==> config.mk <==
export PLATFORM = sky130hd
export DESIGN_NAME = block_map_walker_top
export DESIGN_NICKNAME = d
export VERILOG_FILES = /design/src/bmw_pkg.sv /design/src/block_map_walker_top.sv /design/src/bmw_ram.sv
export SDC_FILE = /design/constraint.sdc
export NUM_CORES = 1
export LEC_CHECK = 0
export BUFFER_PORTS_ARGS = -buffer_cell sky130_fd_sc_hd__buf_2
export CAP_MARGIN = 20
export CORE_MARGIN = 8
export CORE_UTILIZATION = 45
export DETAILED_ROUTE_END_ITERATION = 6
export PLACE_DENSITY_LB_ADDON = 0.08
export SYNTH_ARGS = -nofsm -noshare
export SYNTH_HDL_FRONTEND = slang
export SYNTH_SLANG_ARGS = --single-unit
==> constraint.sdc <==
create_clock -name clk -period 20.9 [get_ports clk]
set_input_delay 4.18 -clock clk [delete_from_list [all_inputs] [get_ports clk]]
set_output_delay 4.18 -clock clk [all_outputs]
set_load 0.01 [all_outputs]
==> src/bmw_pkg.sv <==
// shared types and constants of the block map walker
package bmw_pkg;

  localparam int BLOCK_W  = 32;
  localparam int INDEX_W  = 10;
  localparam int LBN_W    = 36;
  localparam int SLOT_W   = 4;
  localparam int RESID_W  = 20;
  localparam int SHIFT_W  = 5;
  localparam int LOG_W    = 2;

  localparam logic [BLOCK_W-1:0] INVALID_BLOCK = '1;
  localparam logic [LOG_W-1:0]   LOG_MAX       = 2'd2;
  localparam logic [SHIFT_W-1:0] BASE_SHIFT    = 5'd8;

  localparam logic KIND_READ = 1'b0;
  localparam logic KIND_DONE = 1'b1;

  localparam logic [1:0] LEVEL_LAST   = 2'd0;
  localparam logic [1:0] LEVEL_MIDDLE = 2'd1;
  localparam logic [1:0] LEVEL_TOP    = 2'd2;

  typedef enum logic [1:0] {
    MODE_LOAD      = 2'd0,
    MODE_TRANSLATE = 2'd1,
    MODE_RESPONSE  = 2'd2
  } mode_t;

  typedef enum logic [1:0] {
    STATUS_OK        = 2'd0,
    STATUS_RANGE     = 2'd1,
    STATUS_READ_FAIL = 2'd2
  } status_t;

  typedef struct packed {
    logic                use_ram;
    logic                kind;
    logic [BLOCK_W-1:0]  addr;
    logic [INDEX_W-1:0]  idx;
    status_t             status;
  } pend_t;

endpackage

==> src/block_map_walker_top.sv <==
// top level of the block map walker: pointer memory, walk state and output stage
//
// Translates a file's logical block number into a disk block number through an
// ext2-style block map. Mode 0 items load the inode pointers into a small
// pointer memory, mode 1 items translate a logical block, mode 2 items carry
// the words returned for the read requests the block issues during a walk.
// Every item is taken on its handshake; its result, if any, passes through the
// registered read of the pointer memory, held beside the pending register, and
// then through the output register. With the output taken every cycle, one item
// per cycle is sustained. Translations arriving during a walk, responses
// arriving while idle and mode 3 items give no result.
module block_map_walker_top
  import bmw_pkg::*;
#(
  parameter int DIRECT_POINTERS = 12
) (
  input  logic        clk,
  input  logic        rst,
  input  logic        cfg_we,
  input  logic [1:0]  cfg_data,   // log_block_size
  input  logic        s_tvalid,
  output logic        s_tready,
  input  logic [79:0] s_tdata,    // slot, logical_block, word, read_failed, zero pad
  input  logic [1:0]  s_tuser,    // mode
  output logic        m_tvalid,
  input  logic        m_tready,
  output logic [47:0] m_tdata,    // block_address, word_index, status, zero pad
  output logic        m_tuser     // kind
);

  localparam int TABLE_DEPTH = DIRECT_POINTERS + 3;
  localparam int AW          = $clog2(TABLE_DEPTH);

  logic [LOG_W-1:0]   log_block_size;
  logic               walk_busy, walk_busy_next;
  logic [1:0]         walk_level, walk_level_next;
  logic [RESID_W-1:0] residual, residual_next;
  logic               pend_valid, pend_valid_next;
  pend_t              pend, pend_next;
  logic               out_valid;
  pend_t              out_item;
  logic [BLOCK_W-1:0] out_addr;

  logic [SLOT_W-1:0]  in_slot;
  logic [LBN_W-1:0]   in_lbn;
  logic [BLOCK_W-1:0] in_word;
  logic               in_failed;
  mode_t              in_mode;

  logic               s_fire, pend_move;
  logic               ram_we, ram_re;
  logic [AW-1:0]      ram_raddr;
  logic [BLOCK_W-1:0] ram_rdata;

  logic [LOG_W-1:0]   lg;
  logic [SHIFT_W-1:0] s1, s2, s3;
  logic [LBN_W-1:0]   base1, base2, base3, limit;
  logic [LBN_W-1:0]   r1, r2, r3;
  logic [LBN_W-1:0]   emask, emask2;

  assign in_slot   = s_tdata[3:0];
  assign in_lbn    = s_tdata[39:4];
  assign in_word   = s_tdata[71:40];
  assign in_failed = s_tdata[72];
  assign in_mode   = mode_t'(s_tuser);

  assign pend_move = pend_valid && (!out_valid || m_tready);
  assign s_tready  = !pend_valid || pend_move;
  assign s_fire    = s_tvalid && s_tready;

  always_ff @(posedge clk) begin
    if (rst) begin
      log_block_size <= '0;
    end else if (cfg_we) begin
      log_block_size <= cfg_data;
    end
  end

  // block geometry
  always_comb begin
    lg     = (log_block_size > LOG_MAX) ? LOG_MAX : log_block_size;
    s1     = BASE_SHIFT + SHIFT_W'(lg);
    s2     = SHIFT_W'({s1, 1'b0});
    s3     = s2 + s1;
    emask  = (LBN_W'(1) << s1) - LBN_W'(1);
    emask2 = (LBN_W'(1) << s2) - LBN_W'(1);
    base1  = LBN_W'(DIRECT_POINTERS);
    base2  = base1 + (LBN_W'(1) << s1);
    base3  = base2 + (LBN_W'(1) << s2);
    limit  = base3 + (LBN_W'(1) << s3);
    r1     = in_lbn - base1;
    r2     = in_lbn - base2;
    r3     = in_lbn - base3;
  end

  assign ram_we = s_fire && (in_mode == MODE_LOAD) && (32'(in_slot) < TABLE_DEPTH);
  assign ram_re = s_fire;

  bmw_ram #(
    .WIDTH (BLOCK_W),
    .DEPTH (TABLE_DEPTH)
  ) u_pointer_ram (
    .clk   (clk),
    .we    (ram_we),
    .waddr (AW'(in_slot)),
    .wdata (in_word),
    .re    (ram_re),
    .raddr (ram_raddr),
    .rdata (ram_rdata)
  );

  always_comb begin
    walk_busy_next  = walk_busy;
    walk_level_next = walk_level;
    residual_next   = residual;
    pend_valid_next = pend_valid && !pend_move;
    pend_next       = pend;
    ram_raddr       = AW'(in_lbn);
    if (s_fire) begin
      pend_next.use_ram = 1'b0;
      pend_next.kind    = KIND_DONE;
      pend_next.addr    = INVALID_BLOCK;
      pend_next.idx     = '0;
      pend_next.status  = STATUS_OK;
      pend_valid_next   = 1'b0;
      unique case (in_mode)
        MODE_TRANSLATE: begin
          if (!walk_busy) begin
            pend_valid_next = 1'b1;
            if (in_lbn < base1) begin
              pend_next.use_ram = 1'b1;
            end else if (in_lbn < base2) begin
              ram_raddr         = AW'(DIRECT_POINTERS);
              pend_next.use_ram = 1'b1;
              pend_next.kind    = KIND_READ;
              pend_next.idx     = INDEX_W'(r1);
              walk_busy_next    = 1'b1;
              walk_level_next   = LEVEL_LAST;
              residual_next     = '0;
            end else if (in_lbn < base3) begin
              ram_raddr         = AW'(DIRECT_POINTERS + 1);
              pend_next.use_ram = 1'b1;
              pend_next.kind    = KIND_READ;
              pend_next.idx     = INDEX_W'(r2 >> s1);
              walk_busy_next    = 1'b1;
              walk_level_next   = LEVEL_MIDDLE;
              residual_next     = RESID_W'(r2 & emask);
            end else if (in_lbn < limit) begin
              ram_raddr         = AW'(DIRECT_POINTERS + 2);
              pend_next.use_ram = 1'b1;
              pend_next.kind    = KIND_READ;
              pend_next.idx     = INDEX_W'(r3 >> s2);
              walk_busy_next    = 1'b1;
              walk_level_next   = LEVEL_TOP;
              residual_next     = RESID_W'(r3 & emask2);
            end else begin
              pend_next.status = STATUS_RANGE;
            end
          end
        end
        MODE_RESPONSE: begin
          if (walk_busy) begin
            pend_valid_next = 1'b1;
            if (in_failed) begin
              pend_next.status = STATUS_READ_FAIL;
              walk_busy_next   = 1'b0;
              walk_level_next  = LEVEL_LAST;
              residual_next    = '0;
            end else if (walk_level == LEVEL_LAST) begin
              pend_next.addr = in_word;
              walk_busy_next = 1'b0;
              residual_next  = '0;
            end else if (walk_level == LEVEL_TOP) begin
              pend_next.kind  = KIND_READ;
              pend_next.addr  = in_word;
              pend_next.idx   = INDEX_W'(residual >> s1);
              residual_next   = residual & RESID_W'(emask);
              walk_level_next = LEVEL_MIDDLE;
            end else begin
              pend_next.kind  = KIND_READ;
              pend_next.addr  = in_word;
              pend_next.idx   = INDEX_W'(residual & RESID_W'(emask));
              residual_next   = '0;
              walk_level_next = LEVEL_LAST;
            end
          end
        end
        default: begin
          pend_valid_next = 1'b0;
        end
      endcase
    end
  end

  always_ff @(posedge clk) begin
    if (rst) begin
      walk_busy  <= 1'b0;
      walk_level <= LEVEL_LAST;
      residual   <= '0;
      pend_valid <= 1'b0;
      out_valid  <= 1'b0;
    end else begin
      walk_busy  <= walk_busy_next;
      walk_level <= walk_level_next;
      residual   <= residual_next;
      pend_valid <= pend_valid_next;
      if (pend_move) begin
        out_valid <= 1'b1;
      end else if (m_tready) begin
        out_valid <= 1'b0;
      end
    end
  end

  always_ff @(posedge clk) begin
    if (s_fire) begin
      pend <= pend_next;
    end
    if (pend_move) begin
      out_item <= pend;
      out_addr <= pend.use_ram ? ram_rdata : pend.addr;
    end
  end

  assign m_tvalid = out_valid;
  assign m_tuser  = out_item.kind;
  assign m_tdata  = {4'd0, out_item.status, out_item.idx, out_addr};

endmodule

==> src/bmw_ram.sv <==
// generic single write port, single read port ram with registered read
module bmw_ram #(
  parameter int WIDTH = 32,
  parameter int DEPTH = 16
) (
  input  logic                     clk,
  input  logic                     we,
  input  logic [$clog2(DEPTH)-1:0] waddr,
  input  logic [WIDTH-1:0]         wdata,
  input  logic                     re,
  input  logic [$clog2(DEPTH)-1:0] raddr,
  output logic [WIDTH-1:0]         rdata
);

  logic [WIDTH-1:0] mem [DEPTH];

  always_ff @(posedge clk) begin
    if (we) begin
      mem[waddr] <= wdata;
    end
    if (re) begin
      rdata <= mem[raddr];
    end
  end

endmodule

==> results of run 1 <==
-- sequential cells by signal, summed over array words and instances, names as in the netlist, 2 cells and up --
register,cells
m_tdata,12
residual,20
log_block_size,2
out_addr,32
pend,46
walk_level,2
u_pointer_ram.rdata,32
u_pointer_ram.mem,480
-- synthesized netlist by cell type (10+ instances only) --
| library cell | count |
|---|---|
| edfxtp_1 | 603 |
| nand2_1 | 367 |
| a21oi_1 | 151 |
| nor2_1 | 128 |
| nand3_1 | 81 |
| clkbuf_1 | 75 |
| mux2i_1 | 55 |
| o21ai_0 | 51 |
| or3_1 | 41 |
| mux2_2 | 33 |
| dfxtp_1 | 27 |
| nor4_1 | 27 |
| ha_1 | 26 |
| buf_2 | 23 |
| nor3_1 | 23 |
| o211ai_1 | 23 |
| o22a_1 | 19 |
| xnor2_1 | 18 |
| a211oi_1 | 17 |
| nand2b_1 | 16 |
| a32oi_1 | 15 |
| o21ai_1 | 15 |
| buf_1 | 14 |
| xor2_1 | 14 |
| a311o_1 | 13 |
| o32ai_1 | 13 |
| inv_1 | 12 |
| and2_0 | 11 |
| a2111oi_0 | 10 |
| nand4_1 | 10 |
-- stage by stage --
step	hold slack [ns]	cell area [µm²]
final	0.4142	30320
after global routing	0.4274	30320
after CTS	0.4181	30290
after detailed placement	0.4045	28270
after global placement	0.4033	28260
after floorplan	0.4003	26770
-- final timing paths --
path / from / endpoint / slack [ns] / cells past startpoint
worst min-delay path: pend[7] / m_tdata[37] / 0.41 / 0
worst min register to register: pend[7] / m_tdata[37] / 0.41 / 0
worst max register to register: log_block_size[1] / u_pointer_ram.rdata[5] / 14.88 / 15
worst max-delay path: m_tready / s_tready / 11.83 / 4
-- power groups by stage --
stage	registers [W]	clock network, W	logic, W
finish	0.00141	0.00111	0.000191
global route	0.00141	0.00118	0.000210
CTS	0.00141	0.00113	0.000190
detailed placement	0.00143	0	0.000190
global placement	0.00143	0	0.000187
floorplan	0.00143	0	0.000116
-- area by class of cell --
cell class	instances	area, µm²
flip-flops and latches	630	18650
diodes	1	2.502
clock buffers	80	1704
multi-input cells	1299	7685
well taps	773	967.2
fillers	5043	28580
inverters	12	45.04
clock inverters	36	312.8
repair buffers	168	958.4
-- per-layer routing --
metal,part of all wire,vias up,track usage
li1,-,7956,-
met1,0.45,8731,0.2986
met2,0.47,552,0.3382
met3,0.062,126,0.03867
met4,0.022,6,0.05624
met5,0.00057,-,0
-- logic make-up after synthesis --
| group | count (synthesis) |
|---|---|
| AOI/OAI and AO/OA | 389 |
| buffers and inverters | 133 |
| muxes | 88 |
| xor gates and xnor gates | 32 |
| other | 2 |
| and+or+nand+nor | 750 |
| adders and majority gates | 26 |
| DFF | 630 |
-- cell usage in the layout, fill, tap and decap left out, types with 6 or more instances in the layout --
master	instances
a2111oi_0	10
a211oi_1	17
a21oi_1	150
a22oi_1	8
a311o_1	13
a32oi_1	15
and2_0	11
and2_1	6
buf_2	129
buf_4	37
clkbuf_1	14
clkbuf_16	66
clkinv_1	18
clkinv_2	8
conb_1	14
dfxtp_1	27
edfxtp_1	603
ha_1	26
inv_1	12
mux2_2	33
mux2i_1	55
nand2_1	367
nand2b_1	16
nand3_1	81
nand4_1	10
nor2_1	116
nor2_4	12
nor3_1	19
nor4_1	27
o211ai_1	23
o21ai_0	51
o21ai_1	15
o22a_1	19
o22ai_1	8
o32ai_1	13
or3_1	40
xnor2_1	18
xor2_1	14
==> metrics, run 1 <==
drt wl/cell 24.19 µm; post-place setup slack 11.66 ns; gr ovfl total 0; WP buf/inv 2; Crit Path Max Fanout 3; area grow syn2layout 13.46%; Routed Antenna Nets 0; sw power 0.0006254 W; Hold Buf Count CTS 0; Final min period 9.072 ns; cell chain of the critical path buf_2 -> nor2b_1 -> nand2_1 -> buf_2; Fin Setup TNS 0 ns; largest net degree at the start of global routing 85; Die ar. 67440 µm²; run status finished clean; post-layout util 0.5148; P_int 0.002084 W; Period Utilization, post-route 0.4341; Comb power frac 0.070; switching portion of total power 0.2309; FP Rows 89; relative slew slack 0.3039; Root Driver clkbuf_16; port buffer count 128; CTS tree done; Most common cell on crit path buf_2; Pre-Repair DR Iteration Count 6; initial antenna violation count 8; critical setup path kind input pin to primary output; Post-route DRC 0; Req. time, crit path 16.72 ns; clock slew at reported path FFs 0.06 ns; Worst setup SP type input pin; Power Dens Cells 89.34 nW/µm²; DP HPWL 40150 µm; Post-Syn Area per Cell 13.04 µm²; mux cell area share after synthesis 0.03451; Post-synth EDFFs 603; first-pass GRT wire length 108600 µm; max cap viols 0; CTS H-tree depth 3; Yosys Warn Count 0; Most used DFF post-synth edfxtp_1; I/O pins 140; Die X 259.7 µm; Pins Over Slew Limit 0; Placed Instances 2880; GPL Wtd Cong 0.8835; clock share of power 0.410; largest cells by area after synthesis edfxtp_1, nand2_1, a21oi_1; compound-cell area share of the yosys netlist 0.09532; final worst setup slack 11.83 ns; worst min path class register to register; adder-cell area share of the yosys netlist 0.01217; Mapped Cells 2050; Worst VDD drop 59.90 µV; fraction of registers with async set/reset 0; sequential share of power 0.519; Tot Pwr 0.002709 W; Critical Path AT 4.89 ns; GRT Total Usage 0.2122; Final Setup Violations 0; non-filler instance count after layout 2999; WL final 72560 µm; Max stage delay cell, worst path nor2b_1; Critical Path End Type primary output; core area 58910 µm²; drt via density 5.792; Yosys cell types 81; Tightest Pin Transition 1.042 ns; CP max stage delay 0.28 ns; Synth Register Bits 630; TritonCTS Buffers 66; Worst Skew 0.03630 ns; RSZ-0062 raised after global routing false; post-CTS setup buffer count 0; synthesized area 26720 µm²; clock latency on the worst-skew pair 0.61 ns; sequential fraction of the synthesis area 0.6978; post-synthesis simple-gate area fraction 0.1277; vias in the first global route 16994; Top delay family on crit path simple AND/OR/NAND/NOR gates; cts repair resizes 0; CTS max path bufs 3; max frequency 110.2 MHz; Nets 2292; share of layout cells above drive strength 1 0.1488; die height 259.7 µm; cell accounting for the most synthesized area edfxtp_1; via count 17371; Leakage Power 10.11 nW; Hold Fails Final Rpt 0; post-synth top area share 0.6776; main combinational cell family by area after synthesis simple AND/OR/NAND/NOR gates; clk sinks 630; Initial Utilization 0.4537; Post-Synth XOR/XNOR Area 0.01049; DR iter-0 viols 1563
No activity file was read; power rests on OpenSTA's default activity.
==> run 2, diff against run 1 <==
- clock period: 20.9 -> 8.3 ns (I/O delays scaled with it)
==> run 2 against run 1 <==
- worst hold slack better by 0.0060 ns
- combinational power up 150%
- first-iteration DRC count down 5.0%
- clock power rose to 2.6 times the previous value
- register-to-register slack worse by 13 ns
- sequential power rose to 2.5 times the previous value
- total power rose to 2.6 times the previous value
- utilization up 0.18 points
- largest cell class unchanged
==> metrics, run 2 (same netlist as run 1, synthesis figures left out) <==
first-pass GRT wire length 107000 µm (was 108600 µm); I/O pins 140 (unchanged); Worst VDD drop 183.1 µV (was 59.90 µV); Worst setup SP type register (was input pin); Final min period 6.520 ns; final instance area 30430 µm² (was 30320 µm²); vias in the first global route 16699 (was 16994); final worst setup slack 1.780 ns (was 11.83 ns); Pre-Repair DR Iteration Count 6 (unchanged); relative slew slack 0.2636 (was 0.3039); Routed Antenna Nets 0 (unchanged); Root Driver clkbuf_16 (unchanged); worst min path class register to register (unchanged); run status finished clean (unchanged); Hold Buf Count CTS 0 (unchanged); Crit Path Max Fanout 77 (was 3); DP HPWL 40570 µm (was 40150 µm); Die ar. 67440 µm² (unchanged); Critical Path End Type register (was primary output); Die X 259.7 µm (unchanged); CP max stage delay 0.93 ns (was 0.28 ns); Cell Area, Placed 28270 µm² (about the same); max frequency 153.4 MHz; Hold Fails Final Rpt 0 (unchanged); die height 259.7 µm (unchanged); Period Utilization, post-route 0.7855; GRT Total Usage 0.2094 (was 0.2122); Tightest Pin Transition 1.105 ns (was 1.042 ns); post-layout util 0.5166 (was 0.5148); clock slew at reported path FFs 0.06 ns (about the same); Leakage Power 10.15 nW (was 10.11 nW); Final Setup Violations 0 (unchanged); TritonCTS Buffers 68 (was 66); clock latency on the worst-skew pair 0.60 ns (was 0.61 ns); commonest cells after routing, fill and taps aside edfxtp_1, nand2_1, a21oi_1 (unchanged); Pins Over Slew Limit 0 (unchanged); Max stage delay cell, worst path dfxtp_1 (was nor2b_1); max reg flops 480 (unchanged); CTS tree done (unchanged); gr ovfl total 0 (unchanged); Nets 2292 (unchanged); Largest Register u_pointer_ram.mem (unchanged); share of layout cells above drive strength 1 0.1506 (was 0.1488); CTS max path bufs 3 (unchanged); commonest non-fill, non-tap cell in the layout edfxtp_1 (unchanged); largest registers u_pointer_ram.mem: 480 flops, pend: 46 flops (unchanged); drt wl/cell 23.93 µm (was 24.19 µm); largest net degree at the start of global routing 154 (was 85); GPL Wtd Cong 0.8944 (was 0.8835); hold slack 0.4201 ns (was 0.4142 ns); cts repair resizes 0 (unchanged); FP Rows 89 (unchanged); Req. time, crit path 8.63 ns (was 16.72 ns); post-CTS setup buffer count 0 (unchanged); max cap viols 0 (unchanged); cell chain of the critical path inv_1 -> nand2_1 -> ha_1 -> a21oi_1 -> o211a_1 -> o211ai_1 -> a21o_1 -> o21ai_1 -> a21o_4 -> buf_4 -> mux2i_1 -> o22a_1 -> nand3_1 (was buf_2 -> nor2b_1 -> nand2_1 -> buf_2); Critical Path AT 6.85 ns (was 4.89 ns); Worst Skew 0.01803 ns (was 0.03630 ns); Power Dens Cells 228.9 nW/µm² (was 89.34 nW/µm²); critical setup path kind register to register (was input pin to primary output); RSZ-0062 raised after global routing false (unchanged); Initial Utilization 0.4537 (unchanged); initial antenna violation count 5 (was 8); post-place setup slack 1.766 ns (was 11.66 ns); clk sinks 630 (unchanged); CTS H-tree depth 3 (unchanged); Post-route DRC 0 (unchanged); drt via density 5.770 (was 5.792); WP buf/inv 2 (unchanged); DR iter-0 viols 1485 (was 1563); WL final 71780 µm (was 72560 µm); via count 17303 (was 17371); port buffer count 128 (unchanged); Top delay family on crit path compound AO/OA/AOI/OAI gates (was simple AND/OR/NAND/NOR gates); core area 58910 µm² (unchanged); Fin Setup TNS 0 ns (unchanged); area grow syn2layout 13.87% (was 13.46%)
run 2: cell types whose count changed in the layout (fill, tap and decap cells not counted), moves of 3 or more:
cell / delta
clkbuf_1: -4
clkbuf_16: +4
clkinv_2: -3
bufinv_16: +3
clkinvlp_4: +3
run 2: power by group:
part | switching (W) | internal (W) | total (W)
sequential | 0.0000163 | 0.00353 | 0.00355
clock | 0.00121 | 0.00173 | 0.00294
combinational | 0.000329 | 0.000146 | 0.000475
total | 0.00156 | 0.00541 | 0.00697
run 2: path summary, 6_finish.rpt:
path / start / endpoint / slack [ns] / cells past startpoint
worst min register to register: pend[7] / m_tdata[37] / 0.42 / 0
worst min-delay path: pend[7] / m_tdata[37] / 0.42 / 0
worst max register to register: log_block_size[1] / u_pointer_ram.rdata[24] / 1.78 / 13
worst max-delay path: log_block_size[1] / u_pointer_ram.rdata[24] / 1.78 / 13
run 2: layout make-up:
| class | count | area [µm²] |
|---|---|---|
| Fill cell | 5077 | 28480 |
| Sequential cell | 630 | 18650 |
| Multi-Input combinational cell | 1299 | 7685 |
| Clock buffer | 81 | 1803 |
| Tap cell | 773 | 967.2 |
| Timing Repair Buffer | 166 | 935.9 |
| Clock inverter | 36 | 342.8 |
| Inverter | 12 | 45.04 |
| Antenna cell | 2 | 5.005 |
run 2: worst register-to-register path, cell delays in order, from the launching register on:
cell      delay, ns
dfxtp_1        0.93
inv_1          0.50
nand2_1        0.45
ha_1           0.43
a21oi_1        0.34
o211a_1        0.23
o211ai_1       0.14
a21o_1         0.33
o21ai_1        0.50
a21o_4         0.88
buf_4          0.97
mux2i_1        0.35
o22a_1         0.16
nand3_1        0.06
run 2: metrics by stage:
| stage | power, W | std cells |
|---|---|---|
| after global placement | 0.004079 | 2878 |
| after global routing | 0.007185 | 2998 |
| final | 0.006966 | 2999 |
| after floorplan | 0.003903 | 2062 |
| after CTS | 0.007026 | 2996 |
| after detailed placement | 0.004087 | 2879 |
run 2: metal layers:
layer / vias to the layer above / track usage / wire [µm]
met1: 8677 / 0.3013 / 32460
met5: - / 0 / 29
met2: 564 / 0.3245 / 32980
met4: 4 / 0.05748 / 1636
met3: 108 / 0.03925 / 4667
li1: 7950 / - / -
